==> src/sv/rtcc_pkg.sv <==
// ----------------------------------------------------------------------------
// rtcc_pkg
// Shared types and codes for the RTC calendar check and BCD pack block.
// ----------------------------------------------------------------------------
package rtcc_pkg;

	// item mode codes
	typedef enum logic [1:0] {
		MODE_TIME  = 2'd0,
		MODE_DATE  = 2'd1,
		MODE_BOTH  = 2'd2,
		MODE_ALARM = 2'd3
	} rtcc_mode_t;

	// range limits
	localparam logic [7:0] MinSecLimit = 8'd60;
	localparam logic [7:0] Hour24Limit = 8'd24;
	localparam logic [7:0] Hour12Max   = 8'd12;
	localparam logic [7:0] DayMax      = 8'd31;
	localparam logic [7:0] DayMaxFeb   = 8'd29;
	localparam logic [7:0] DayMax30    = 8'd30;
	localparam logic [7:0] MonthMax    = 8'd12;
	localparam logic [7:0] YearMax     = 8'd99;
	localparam logic [3:0] WeekdayMax  = 4'd7;
	localparam logic [3:0] DigitMax    = 4'd9;

	localparam int TimeWordW = 23;
	localparam int DateWordW = 24;

	// one decoded calendar field
	typedef struct packed {
		logic [7:0] value;      // numeric value
		logic [4:0] tens;       // tens digit (binary input may exceed 9)
		logic [3:0] units;      // units digit
		logic       bad_digit;  // BCD nibble above 9
	} rtcc_field_t;

	// one input item
	typedef struct packed {
		rtcc_mode_t mode;
		logic       is_bcd;
		logic [7:0] hour_value;
		logic [7:0] minute_value;
		logic [7:0] second_value;
		logic [7:0] day_value;
		logic [7:0] month_value;
		logic [7:0] year_value;
		logic [3:0] weekday;
		logic       format_24h;
		logic       afternoon;
	} rtcc_item_t;

	// one result item
	typedef struct packed {
		logic                 status;
		logic [TimeWordW-1:0] time_word;
		logic [DateWordW-1:0] date_word;
	} rtcc_result_t;

endpackage

==> src/sv/rtc_time_date_check_and_bcd_pack_top.sv <==
// ----------------------------------------------------------------------------
// rtc_time_date_check_and_bcd_pack_top
// RTC calendar checker and time/date register word packer.
// ----------------------------------------------------------------------------
// Usage:
//   Input channel (in_valid/in_ready) carries one calendar item: mode, is_bcd,
//   the six 8-bit calendar values, weekday, format_24h and afternoon.
//   Output channel (out_valid/out_ready) returns one result per item: status
//   (1 = some checked field out of range), time_word and date_word, both zero
//   when status is set.
//   The item lands in the input register at its transfer, the checks and
//   packing run in one combinational pass, and the result is then
//   registered in the output register once that register can take it.
//   Throughput is one item per cycle while out_ready stays high.
//   When the receiver stalls, the output register holds its result and the
//   input register still takes one more item; in_ready drops only once both
//   registers are full.
//   Reset (arst_n low) empties both stages; no item or result survives it.
// ----------------------------------------------------------------------------
module rtc_time_date_check_and_bcd_pack_top import rtcc_pkg::*; (
	input  logic        clk,
	input  logic        arst_n,
	input  logic        in_valid,
	output logic        in_ready,
	input  logic [1:0]  mode,
	input  logic        is_bcd,
	input  logic [7:0]  hour_value,
	input  logic [7:0]  minute_value,
	input  logic [7:0]  second_value,
	input  logic [7:0]  day_value,
	input  logic [7:0]  month_value,
	input  logic [7:0]  year_value,
	input  logic [3:0]  weekday,
	input  logic        format_24h,
	input  logic        afternoon,
	output logic        out_valid,
	input  logic        out_ready,
	output logic        status,
	output logic [22:0] time_word,
	output logic [23:0] date_word
);

	logic         valid_s1, valid_s2;
	logic         adv_s1;
	rtcc_item_t   item_s1;
	rtcc_result_t res_comb, res_s2;

	// stage control
	assign adv_s1   = ~valid_s2 | out_ready;
	assign in_ready = ~valid_s1 | adv_s1;

	always_ff @(posedge clk or negedge arst_n) begin
		if (!arst_n) begin
			valid_s1 <= 1'b0;
			valid_s2 <= 1'b0;
		end else begin
			if (in_ready) valid_s1 <= in_valid;
			if (adv_s1)   valid_s2 <= valid_s1;
		end
	end

	// input register
	always_ff @(posedge clk) begin
		if (in_valid && in_ready) begin
			item_s1 <= '{mode: rtcc_mode_t'(mode), is_bcd: is_bcd,
				hour_value: hour_value, minute_value: minute_value,
				second_value: second_value, day_value: day_value,
				month_value: month_value, year_value: year_value,
				weekday: weekday, format_24h: format_24h, afternoon: afternoon};
		end
	end

	// check and pack
	rtcc_check u_check (.item(item_s1), .res(res_comb));

	// result register
	always_ff @(posedge clk) begin
		if (valid_s1 && adv_s1) begin
			res_s2 <= res_comb;
		end
	end

	assign out_valid = valid_s2;
	assign status    = res_s2.status;
	assign time_word = res_s2.time_word;
	assign date_word = res_s2.date_word;

endmodule

==> src/sv/rtcc_field.sv <==
// ----------------------------------------------------------------------------
// rtcc_field
// Decodes one 8-bit calendar field, binary or packed BCD, into value and digits.
// ----------------------------------------------------------------------------
module rtcc_field import rtcc_pkg::*; (
	input  logic [7:0]  raw,
	input  logic        is_bcd,
	output rtcc_field_t fld
);

	logic [15:0] prod;
	logic [4:0]  bin_tens;
	logic [7:0]  bin_tens10;
	logic [7:0]  bin_units;
	logic [7:0]  bcd_value;

	// binary: divide by ten through reciprocal 205/2048, exact for 8-bit values
	assign prod       = {8'd0, raw} * 16'd205;
	assign bin_tens   = prod[15:11];
	assign bin_tens10 = {bin_tens, 3'b000} + {2'b00, bin_tens, 1'b0};
	assign bin_units  = raw - bin_tens10;

	// BCD: tens*10 + units
	assign bcd_value = {1'b0, raw[7:4], 3'b000} + {3'b000, raw[7:4], 1'b0}
		+ {4'd0, raw[3:0]};

	always_comb begin
		if (is_bcd) begin
			fld.value     = bcd_value;
			fld.tens      = {1'b0, raw[7:4]};
			fld.units     = raw[3:0];
			fld.bad_digit = (raw[7:4] > DigitMax) || (raw[3:0] > DigitMax);
		end else begin
			fld.value     = raw;
			fld.tens      = bin_tens;
			fld.units     = bin_units[3:0];
			fld.bad_digit = 1'b0;
		end
	end

endmodule

==> src/sv/rtcc_check.sv <==
// ----------------------------------------------------------------------------
// rtcc_check
// Range checks one calendar item and packs the RTC time and date words.
// ----------------------------------------------------------------------------
module rtcc_check import rtcc_pkg::*; (
	input  rtcc_item_t   item,
	output rtcc_result_t res
);

	rtcc_field_t hr, mn, sc, dy, mo, yr;

	logic sel_time, sel_date, sel_day;
	logic bad_time, bad_day, bad_date, bad;
	logic month_30;
	logic [TimeWordW-1:0] tw;
	logic [DateWordW-1:0] dw;

	// field decoders
	rtcc_field u_hr (.raw(item.hour_value),   .is_bcd(item.is_bcd), .fld(hr));
	rtcc_field u_mn (.raw(item.minute_value), .is_bcd(item.is_bcd), .fld(mn));
	rtcc_field u_sc (.raw(item.second_value), .is_bcd(item.is_bcd), .fld(sc));
	rtcc_field u_dy (.raw(item.day_value),    .is_bcd(item.is_bcd), .fld(dy));
	rtcc_field u_mo (.raw(item.month_value),  .is_bcd(item.is_bcd), .fld(mo));
	rtcc_field u_yr (.raw(item.year_value),   .is_bcd(item.is_bcd), .fld(yr));

	// which groups the mode checks
	always_comb begin
		case (item.mode)
			MODE_TIME: begin
				sel_time = 1'b1; sel_date = 1'b0; sel_day = 1'b0;
			end
			MODE_DATE: begin
				sel_time = 1'b0; sel_date = 1'b1; sel_day = 1'b1;
			end
			MODE_BOTH: begin
				sel_time = 1'b1; sel_date = 1'b1; sel_day = 1'b1;
			end
			MODE_ALARM: begin
				sel_time = 1'b1; sel_date = 1'b0; sel_day = 1'b1;
			end
			default: begin
				sel_time = 1'b0; sel_date = 1'b0; sel_day = 1'b0;
			end
		endcase
	end

	// time checks; hour 0 is accepted in 12h form
	assign bad_time = hr.bad_digit || mn.bad_digit || sc.bad_digit
		|| (mn.value >= MinSecLimit) || (sc.value >= MinSecLimit)
		|| (item.format_24h ? (hr.value >= Hour24Limit) : (hr.value > Hour12Max));

	// day of month and weekday
	assign bad_day = dy.bad_digit || (item.weekday > WeekdayMax) || (dy.value > DayMax);

	// month, year and month length
	assign month_30 = (mo.value == 8'd4) || (mo.value == 8'd6)
		|| (mo.value == 8'd9) || (mo.value == 8'd11);
	assign bad_date = mo.bad_digit || yr.bad_digit
		|| (mo.value > MonthMax) || (yr.value > YearMax)
		|| ((mo.value == 8'd2) && (dy.value > DayMaxFeb))
		|| (month_30 && (dy.value > DayMax30));

	assign bad = (sel_time && bad_time) || (sel_day && bad_day) || (sel_date && bad_date);

	// pack words; digit fields fit their slots whenever the item is valid
	always_comb begin
		tw = '0;
		dw = '0;
		if (sel_time) begin
			tw = {item.afternoon & ~item.format_24h, hr.tens[1:0], hr.units,
				1'b0, mn.tens[2:0], mn.units, 1'b0, sc.tens[2:0], sc.units};
		end
		if (sel_day) begin
			dw[3:0]   = dy.units;
			dw[5:4]   = dy.tens[1:0];
			dw[15:13] = item.weekday[2:0];
		end
		if (sel_date) begin
			dw[11:8]  = mo.units;
			dw[12]    = mo.tens[0];
			dw[19:16] = yr.units;
			dw[23:20] = yr.tens[3:0];
		end
	end

	assign res.status    = bad;
	assign res.time_word = bad ? '0 : tw;
	assign res.date_word = bad ? '0 : dw;

endmodule

==> config.mk <==
export PLATFORM = sky130hd
export DESIGN_NAME = rtc_time_date_check_and_bcd_pack_top
export DESIGN_NICKNAME = d
export VERILOG_FILES = /design/src/sv/rtcc_pkg.sv /design/src/sv/rtc_time_date_check_and_bcd_pack_top.sv /design/src/sv/rtcc_field.sv /design/src/sv/rtcc_check.sv
export SDC_FILE = /design/constraint.sdc
export NUM_CORES = 1
export LEC_CHECK = 0
export BUFFER_PORTS_ARGS = -buffer_cell sky130_fd_sc_hd__buf_2
export CAP_MARGIN = 20
export CORE_MARGIN = 8
export CORE_UTILIZATION = 50
export CTS_CLUSTER_DIAMETER = 150
export DETAILED_ROUTE_END_ITERATION = 8
export PLACE_DENSITY = 0.64
export SKIP_CTS_REPAIR_TIMING = 1
export SLEW_MARGIN = 30
export SYNTH_ARGS = -nofsm -noshare
export SYNTH_HDL_FRONTEND = slang
export SYNTH_HIERARCHICAL = 1
export SYNTH_SLANG_ARGS = --single-unit
==> constraint.sdc <==
create_clock -name clk -period 7.65 [get_ports clk]
set_input_delay 0.3825 -clock clk [delete_from_list [all_inputs] [get_ports clk]]
set_output_delay 0.3825 -clock clk [all_outputs]
set_load 0.02 [all_outputs]
---- After elaboration in Yosys (flattened, before gate mapping) ----
Cells that the tools add are included.
storage, ports and cells
  output and inout port bits .............. 50
  input port bits ......................... 61
  register bits after elaboration ......... 107
cells by class
  reductions and logical operators ........ 38
  eq/ne operators ......................... 8
  muxes and demuxes ....................... 10
  $mul .................................... 6
  add/subtract/negate cells ............... 24
  bitwise gates (word level) .............. 9
  order comparisons ....................... 22
operators by type and width
  kind                  count
  $mux 18               6
  $mul 8x8->16 const B  6
  $add 7x5->8           6
  $add 8x4->8           6
  $gt 4x4->1 const B    12
  $add 4x4->4           6
  $gt 8x5->1 const B    3
  $sub 4x4->4           6
  $logic_or 1x1->1      23
  $eq 8x3->1 const B    2
  $eq 8x4->1 const B    2
  $ge 8x6->1 const B    2
  $gt 8x4->1 const B    2
  $reduce_or 2->1       5
  $eq 8x2->1 const B    1
  $ge 8x5->1 const B    1
  $gt 8x7->1 const B    1
  $logic_and 1x1->1     7
  $not 1->1             6
  $pmux 1 s2            3
  $reduce_or 3->1       2
  $eq 2x2->1 const B    2
  $gt 4x3->1 const B    1
  $eq 2x1->1 const B    1
  other kinds (4)       5

---- Depth between registers and ports, before layout ----
Gate-level depths: netlist of the first run.
  depth in word-level cells ............... 13
  depth in mapped cells ................... 24
  gate-level depth less buffers ........... 24

---- Modules after synthesis ----
Netlist of the first run, hierarchy kept.
by module, submodules not included
  module                                cells each  sequential area each (um^2)  instances  area an instance (um^2)
  rtcc_field at u_check.u_hr ...        186         0.0                          3          1642.8
  rtcc_field at u_check.u_dy ...        195         0.0                          2          1662.8
  rtc_time_date_check_and_bcd_pack_top  113         3203.1                       1          3256.9
  rtcc_field at u_check.u_sc            189         0.0                          1          1650.3
  rtcc_check                            146         0.0                          1          1168.6

---- Worst setup path after synthesis of the first run ----
Ideal clock, no wire load.
  path type ............................... register to register
  start ................................... register item_s1[35] (netlist bit)
  end ..................................... register res_s2, in the netlist time_word[3], data pin
  library setup time ...................... 0.171 ns
  setup slack ............................. 2.012 ns
  cell stages (with the launch flop) ...... 24
  data arrival time ....................... 5.467 ns
  buffers on the path ..................... 0
  data required time ...................... 7.479 ns
  period minus slack after synthesis ...... 5.638 ns
  cells stage by stage .................... edfxtp_1 -> ha_1 -> fa_1 -> fa_1 -> inv_1 -> fa_1 -> inv_1 -> ha_1 -> a211o_1 -> o211a_2 -> a211oi_1 -> nor2b_1 -> nor2_1 -> xnor2_1 -> ha_1 -> nor3b_2 -> nor2_1 -> a32o_1 -> nor3_1 -> xor2_1 -> mux2i_1 -> xnor2_1 -> nand2b_1 -> nor4_2
RTL lines
  element                   RTL line                                    source
  start: declaration        rtc_time_date_check_and_bcd_pack_top.sv:45  rtcc_item_t item_s1;
  start signal: assignment  rtc_time_date_check_and_bcd_pack_top.sv:65  item_s1 <= '{mode: rtcc_mode_t'(mode), is_bcd: is_bcd,
  end signal: assignment    rtc_time_date_check_and_bcd_pack_top.sv:79  res_s2 <= res_comb;
  end: declaration          rtc_time_date_check_and_bcd_pack_top.sv:46  rtcc_result_t res_comb, res_s2;

==> qor.log, run 1 <==
INFO  global_route   grt_remaining_overflow=0
INFO  cts            sinks_on_the_clock_net=107
INFO  route          detail_route.wl_per_cell=17.3um
INFO  global_route   number_of_antenna_violations_at_the_first_check_in_global_routing=0
INFO  route          wl=30300um
INFO  timing         final-max-slew-violation-count=0
INFO  timing         postLayoutSetupSlackWorst=1.51ns
INFO  final_layout   final_common_cell=sky130_fd_sc_hd__ha_1
INFO  setup_path     crit_path_max_fanout=7
INFO  flow_run       number_of_max_cap_violations=0
INFO  hold_path      worstHoldPathCells=1
INFO  timing         min_period=6.14ns
INFO  die            die_height=182um
INFO  timing         timing_hold_violations_final=0
INFO  placement      pre_cts_ws=1.49ns
INFO  route          drt_pre_antenna_iters=5
INFO  power          vdd_ir_drop_max=0.149mV
INFO  setup_path     critPathKind=reg -> reg
INFO  setup_path     rr_worst_depth=23
INFO  cts            worst_skew_pair.late_latency=0.37ns
INFO  power          p_int=1.90mW
INFO  placement      port_buffers=110
INFO  global_route   grt_start_max_net_pins=58
INFO  die            boundaryPins=111
INFO  timing         layout_worst_path_cycle_share=80.3%
INFO  final_layout   area.growth.synth_to_final=8.36%
INFO  power          power.share.switching=44.2%
INFO  power          netSwitchingPower=1.50mW
INFO  final_layout   stdcell_count=1749
INFO  cts            cts.reportedPaths.clkPinSlew=0.08ns
INFO  setup_path     timing.critical_path.cells=ha_1, fa_1, fa_1, inv_1, fa_1, inv_1, ha_1, a211o_1, o211a_2, a211oi_1, nor2b_1, nor2_1, xnor2_1, ha_1, nor3b_2, nor2_1, a32o_1, nor3_1, xor2_1, mux2i_1, xnor2_1, nand2b_1, nor4_2
INFO  die            fp.coreArea=0.0270mm^2
INFO  setup_path     worstPathArrival=6.33ns
INFO  setup_path     cpPeakStageDelay=0.54ns
INFO  placement      post-place-cells=1732
INFO  setup_path     critPathCaptureType=flip-flop
INFO  power          share_clk_of_total_power=13.9%
INFO  setup_path     r2r_slack=1.51ns
INFO  die            rows=60
INFO  synth          netlist_area=0.0137mm^2
INFO  final_layout   storage_cell_area=0.00320mm^2
INFO  setup_path     worstSetupStartpointType=flip-flop
INFO  power          power_leakage=7.30nW
INFO  route          detail-route-antenna-nets=0
INFO  setup_path     cpLargestDelayFamily=adder cells
INFO  timing         setup_repair_after_global_routing_missed_its_margin=no
INFO  cts            ctsHtreeMaxLevel=3
INFO  synth          synthesis.yosys.warnings=6
INFO  hold_path      worst_hold_startpoint=year_value[1]
INFO  final_layout   fill_cells=2358
INFO  timing         finalClockSkew=0.0140ns
INFO  synth          postSynthCellCount=1312
INFO  route          number_of_vias_after_detailed_routing=9458
INFO  setup_path     cp_num_buf_inv=2
INFO  cts            cts_root_buf=sky130_fd_sc_hd__clkbuf_16
INFO  setup_path     worst_r2r_endpoint=time_word[3]$_DFFE_PP_
INFO  cts            cts_inserted_buffers=9
INFO  power          power.combinational.fraction=64.4%
INFO  setup_path     cpMaxStageDelayCell=sky130_fd_sc_hd__edfxtp_1
INFO  hold_path      hold_path_class=in -> reg
INFO  power          p_seq_share=21.7%
INFO  final_layout   mostFrequentLayoutCells=334 x sky130_fd_sc_hd__ha_1, 219 x sky130_fd_sc_hd__inv_1, 110 x sky130_fd_sc_hd__buf_2
INFO  die            floorplan.die_area=0.0331mm^2
INFO  final_layout   post_route_cells_drive_above_1_share=15.1%
INFO  power          power.density_cell_area=228mW/mm^2
INFO  final_layout   antennaDiodeCount=0
INFO  placement      place_hpwl=24200um
INFO  die            die_width=182um
INFO  cts            max-clock-path-buffers=2
INFO  final_layout   number_of_nets_at_the_end_of_the_flow=1876
INFO  timing         slew_headroom=40.0%
INFO  global_route   total_global_route_track_usage=18.7%
INFO  route          route.detailed.drc=0
INFO  cts            tritoncts=yes
INFO  placement      gp_congestion=0.892
INFO  global_route   grt_pass1_wl=50000um
INFO  route          detail_route.iter0.violations=413
INFO  final_layout   multi_input_area=0.00953mm^2
INFO  global_route   grt_pass1_vias=9803
INFO  synth          syn_avg_cell_area=10.5um^2
INFO  setup_path     r2r_start=item_s1[35]$_DFFE_PP_
INFO  timing         max_freq=0.163GHz
INFO  setup_path     required_worst_endpoint=7.83ns
INFO  status         outcome=finished clean
INFO  timing         setup_violations=0
INFO  hold_path      timing.hold.worst_endpoint=item_s1[7]$_DFFE_PP_
INFO  route          detail_route.vias_per_cell=5.41
INFO  timing         post_route_setup_tns=0ns
INFO  die            floorplan.initialDensity=51.0%
INFO  timing         worst-slew-pin-transition=0.900ns
==> how the worst max path moves through the flow <==
stage | from | endpoint | slack (ns) | cells after the start
after global placement | item_s1[35]$_DFFE_PP_ | time_word[3]$_DFFE_PP_ | 1.69 | 23
after CTS | item_s1[35]$_DFFE_PP_ | time_word[3]$_DFFE_PP_ | 1.47 | 23
after detailed placement | item_s1[35]$_DFFE_PP_ | time_word[3]$_DFFE_PP_ | 1.49 | 23
final | item_s1[35]$_DFFE_PP_ | time_word[3]$_DFFE_PP_ | 1.51 | 23
after floorplan | item_s1[35]$_DFFE_PP_ | time_word[3]$_DFFE_PP_ | 2.01 | 23
after global routing | item_s1[27]$_DFFE_PP_ | date_word[3]$_DFFE_PP_ | 1.17 | 22
==> flip-flops by register name, indices dropped and copies added (netlist names) <==
name	count
item_s1	57
date_word	24
time_word	23
out_valid	1
status	1
valid_s1	1
==> per-stage QoR <==
| step | power [mW] | util [%] | instance area [um^2] | hold slack, ns |
|---|---|---|---|---|
| 2_1_floorplan | 2.46 | - | 13800 | 0.0869 |
| 3_3_place_gp | 2.89 | 54.1 | 14600 | 0.170 |
| 3_5_place_dp | 2.92 | 54.2 | 14600 | 0.173 |
| 4_1_cts | 3.42 | 55.2 | 14900 | -0.234 |
| 5_1_grt | 3.73 | 55.3 | 14900 | 0.169 |
| 6_report | 3.40 | 55.3 | 14900 | 0.181 |
==> worst register-to-register path, stage by stage (launching register included) <==
cell,delay (ns)
sky130_fd_sc_hd__edfxtp_1,0.54
sky130_fd_sc_hd__ha_1,0.40
sky130_fd_sc_hd__fa_1,0.51
sky130_fd_sc_hd__fa_1,0.52
sky130_fd_sc_hd__inv_1,0.05
sky130_fd_sc_hd__fa_1,0.52
sky130_fd_sc_hd__inv_1,0.04
sky130_fd_sc_hd__ha_1,0.29
sky130_fd_sc_hd__a211o_1,0.31
sky130_fd_sc_hd__o211a_2,0.16
sky130_fd_sc_hd__a211oi_1,0.29
sky130_fd_sc_hd__nor2b_1,0.10
sky130_fd_sc_hd__nor2_1,0.12
sky130_fd_sc_hd__xnor2_1,0.10
sky130_fd_sc_hd__ha_1,0.31
sky130_fd_sc_hd__nor3b_2,0.30
sky130_fd_sc_hd__nor2_1,0.08
sky130_fd_sc_hd__a32o_1,0.27
sky130_fd_sc_hd__nor3_1,0.23
sky130_fd_sc_hd__xor2_1,0.20
sky130_fd_sc_hd__mux2i_1,0.23
sky130_fd_sc_hd__xnor2_1,0.14
sky130_fd_sc_hd__nand2b_1,0.09
sky130_fd_sc_hd__nor4_2,0.15
==> final cells by class <==
cell class	instances	area share, %
sequential	107	21.5
inverter	219	5.52
clock inverter	7	0.395
tap	341	2.86
multi-input combinational	948	64.0
clock buffer	9	1.51
timing repair buffer	118	4.25
==> layer usage <==
| metal | vias up | track usage [%] | wire length (um) |
|---|---|---|---|
| met2 | 189 | 30.0 | 13500 |
| met1 | 4529 | 26.3 | 15100 |
| met3 | 26 | 2.61 | 1310 |
| met5 | - | 0 | 0 |
| li1 | 4714 | - | - |
| met4 | 0 | 4.17 | 332 |
==> power by group through the flow <==
stage / clock, mW / sequential, mW / combinational (mW)
4_1_cts: 0.487 / 0.738 / 2.19
3_5_place_dp: 0 / 0.751 / 2.17
5_1_grt: 0.503 / 0.744 / 2.48
3_3_place_gp: 0 / 0.750 / 2.14
2_1_floorplan: 0 / 0.756 / 1.71
6_report: 0.473 / 0.737 / 2.19
Power figures use the tool's default switching activity.
==> run 2, diff against run 1 <==
clock period = 6 ns   (was 7.65 ns; I/O delays follow)
==> run 2 against run 1 <==
Net effect: critical path type unchanged; register-to-register slack worse by 1.3 ns; clock power up 37%; hold slack worse by 0.076 ns; maximum frequency up 5.8%.
==> qor.log, run 2 (same netlist as run 1, synthesis figures left out) <==
INFO  placement      place_hpwl=25400um [+5.0%]
INFO  die            boundaryPins=111 [unchanged]
INFO  setup_path     worstPathArrival=5.99ns [-0.34 ns]
INFO  cts            cts.reportedPaths.clkPinSlew=0.08ns [about the same]
INFO  cts            ctsHtreeMaxLevel=3 [unchanged]
INFO  route          wl=31900um [+5.3%]
INFO  final_layout   mostFrequentLayoutCells=325 x sky130_fd_sc_hd__ha_1, 216 x sky130_fd_sc_hd__inv_1, 110 x sky130_fd_sc_hd__buf_2
INFO  timing         finalClockSkew=0.0125ns [-0.00151 ns]
INFO  timing         post_route_setup_tns=0ns [unchanged]
INFO  route          drt_pre_antenna_iters=6 [+1]
INFO  final_layout   registers.top_by_ff_count=item_s1
INFO  setup_path     critPathCaptureType=flip-flop
INFO  die            floorplan.initialDensity=51.0% [unchanged]
INFO  die            fp.coreArea=0.0270mm^2 [unchanged]
INFO  final_layout   largest_register_ffs=57 [unchanged]
INFO  placement      pre_cts_ws=0.0216ns [-1.47 ns]
INFO  die            die_width=182um [unchanged]
INFO  final_layout   final_common_cell=sky130_fd_sc_hd__ha_1
INFO  cts            cts_inserted_buffers=9 [unchanged]
INFO  die            die_height=182um [unchanged]
INFO  power          power.density_cell_area=297mW/mm^2 [+30%]
INFO  global_route   grt_pass1_wl=51800um [+3.5%]
INFO  timing         slew_headroom=39.5% [-0.53 points]
INFO  setup_path     critPathKind=reg -> reg
INFO  cts            sinks_on_the_clock_net=107 [unchanged]
INFO  power          p_int=2.60mW [+37%]
INFO  final_layout   fill_cells=2326 [-1.4%]
INFO  power          power_leakage=7.62nW [+4.3%]
INFO  final_layout   number_of_nets_at_the_end_of_the_flow=1932 [+3.0%]
INFO  power          power.share.switching=43.6% [-0.58 points]
INFO  flow_run       number_of_max_cap_violations=0 [unchanged]
INFO  timing         max_freq=0.172GHz [+5.8%]
INFO  placement      post-place-cells=1763 [+1.8%]
INFO  route          route.detailed.drc=0 [unchanged]
INFO  global_route   total_global_route_track_usage=19.4% [+0.69 points]
INFO  placement      postPlaceCellArea=0.0148mm^2 [+1.6%]
INFO  cts            max-clock-path-buffers=2 [unchanged]
INFO  die            floorplan.die_area=0.0331mm^2 [unchanged]
INFO  power          vdd_ir_drop_max=0.156mV [+5.3%]
INFO  power          netSwitchingPower=2.01mW [+34%]
INFO  route          detail_route.iter0.violations=478 [+16%]
INFO  timing         min_period=5.80ns [-0.340 ns]
INFO  timing         timing_hold_violations_final=0 [unchanged]
INFO  route          detail_route.wl_per_cell=17.7um [+2.0%]
INFO  global_route   grt_remaining_overflow=0 [unchanged]
INFO  placement      gp_congestion=0.889 [-0.34%]
INFO  power          post-layout-total-power=4.61mW [+36%]
INFO  route          detail_route.vias_per_cell=5.39 [-0.25%]
INFO  final_layout   post_route_cells_drive_above_1_share=20.6% [+5.5 points]
INFO  global_route   grt_pass1_vias=10000 [+2.4%]
INFO  global_route   number_of_antenna_violations_at_the_first_check_in_global_routing=0 [unchanged]
INFO  final_layout   postLayoutCellArea=0.0155mm^2 [+4.3%]
INFO  timing         final-max-slew-violation-count=0 [unchanged]
INFO  timing         setup_violations=0 [unchanged]
INFO  timing         layout_worst_path_cycle_share=96.7% [+16 points]
INFO  setup_path     crit_path_max_fanout=6 [-1]
INFO  timing         worst-slew-pin-transition=0.908ns [+0.00799 ns]
INFO  timing         postLayoutSetupSlackWorst=0.195ns [-1.31 ns]
INFO  route          detail-route-antenna-nets=0 [unchanged]
INFO  power          share_clk_of_total_power=14.0% [about the same]
INFO  cts            cts_root_buf=sky130_fd_sc_hd__clkbuf_16
INFO  cts            worst_skew_pair.late_latency=0.36ns [about the same]
INFO  power          power.combinational.fraction=66.0% [+1.6 points]
INFO  die            rows=60 [unchanged]
INFO  power          p_seq_share=20.0% [-1.7 points]
INFO  setup_path     worstSetupStartpointType=flip-flop
INFO  route          number_of_vias_after_detailed_routing=9736 [+2.9%]
INFO  hold_path      hold_path_class=in -> reg
INFO  cts            tritoncts=yes
INFO  status         outcome=finished clean
INFO  global_route   grt_start_max_net_pins=58 [unchanged]
INFO  final_layout   area.growth.synth_to_final=13.0%
INFO  final_layout   antennaDiodeCount=0 [unchanged]
INFO  setup_path     required_worst_endpoint=6.19ns [-1.64 ns]
INFO  placement      port_buffers=110 [unchanged]
INFO  final_layout   stdcell_count=1805 [+3.2%]
-- run 2: area by class of cell --
| class | instances | area (um^2) | area share, % |
|---|---|---|---|
| Clock buffer | 9 | 225 | 1.45 |
| Clock inverter | 7 | 92.6 | 0.596 |
| Inverter | 219 | 822 | 5.29 |
| Multi-Input combinational cell | 948 | 9710 | 62.5 |
| Sequential cell | 107 | 3200 | 20.6 |
| Tap cell | 341 | 427 | 2.75 |
| Timing Repair Buffer | 174 | 1050 | 6.78 |
-- run 2: power groups by stage --
stage | logic [mW] | clock network [mW] | registers (mW)
after floorplan | 2.18 | 0 | 0.964
after global placement | 2.79 | 0 | 0.938
after detailed placement | 2.84 | 0 | 0.938
after CTS | 2.87 | 0.661 | 0.922
after global routing | 3.43 | 0.684 | 0.929
final | 3.04 | 0.646 | 0.921
-- run 2: through the flow --
step / util [%] / hold slack (ns)
global route: 57.6 / 0.0897
floorplan: - / 0.00441
global placement: 54.9 / 0.0880
detailed placement: 55.1 / 0.0891
CTS: 56.2 / -0.301
finish: 57.6 / 0.105
-- run 2: critical path: stages (launching register included) --
cell and delay [ns]:
sky130_fd_sc_hd__edfxtp_1 0.52, sky130_fd_sc_hd__ha_4 0.28, sky130_fd_sc_hd__fa_1 0.51, sky130_fd_sc_hd__fa_1 0.49, sky130_fd_sc_hd__inv_1 0.05, sky130_fd_sc_hd__fa_1 0.48, sky130_fd_sc_hd__inv_1 0.04, sky130_fd_sc_hd__ha_1 0.26
sky130_fd_sc_hd__o211ai_1 0.31, sky130_fd_sc_hd__and2_4 0.22, sky130_fd_sc_hd__nor2_2 0.05, sky130_fd_sc_hd__a21oi_2 0.17, sky130_fd_sc_hd__xnor2_2 0.10, sky130_fd_sc_hd__ha_1 0.31, sky130_fd_sc_hd__or3b_4 0.38, sky130_fd_sc_hd__and2_4 0.17
sky130_fd_sc_hd__a221oi_2 0.24, sky130_fd_sc_hd__o211ai_1 0.17, sky130_fd_sc_hd__xnor2_2 0.19, sky130_fd_sc_hd__mux2i_1 0.23, sky130_fd_sc_hd__xnor2_1 0.13, sky130_fd_sc_hd__nand2_1 0.08, sky130_fd_sc_hd__nor4_2 0.23
-- run 2: per-layer routing --
layer,track usage (%),share of wire [%]
met5,0,0
met2,31.5,46
met4,3.77,0.99
met1,27.0,49
met3,2.79,4.2
-- run 2: worst paths after layout --
kind,from,endpoint,slack [ns],cells past startpoint
max in group asynchronous,arst_n,out_valid$_DFFE_PN0P_,5.65,2
max reg2reg,item_s1[7]$_DFFE_PP_,date_word[19]$_DFFE_PP_,0.20,22
min,day_value[4],item_s1[26]$_DFFE_PP_,0.10,1
max,item_s1[7]$_DFFE_PP_,date_word[19]$_DFFE_PP_,0.20,22
min in group asynchronous,arst_n,valid_s1$_DFFE_PN0P_,0.25,2
min reg2reg,valid_s1$_DFFE_PN0P_,out_valid$_DFFE_PN0P_,0.55,1
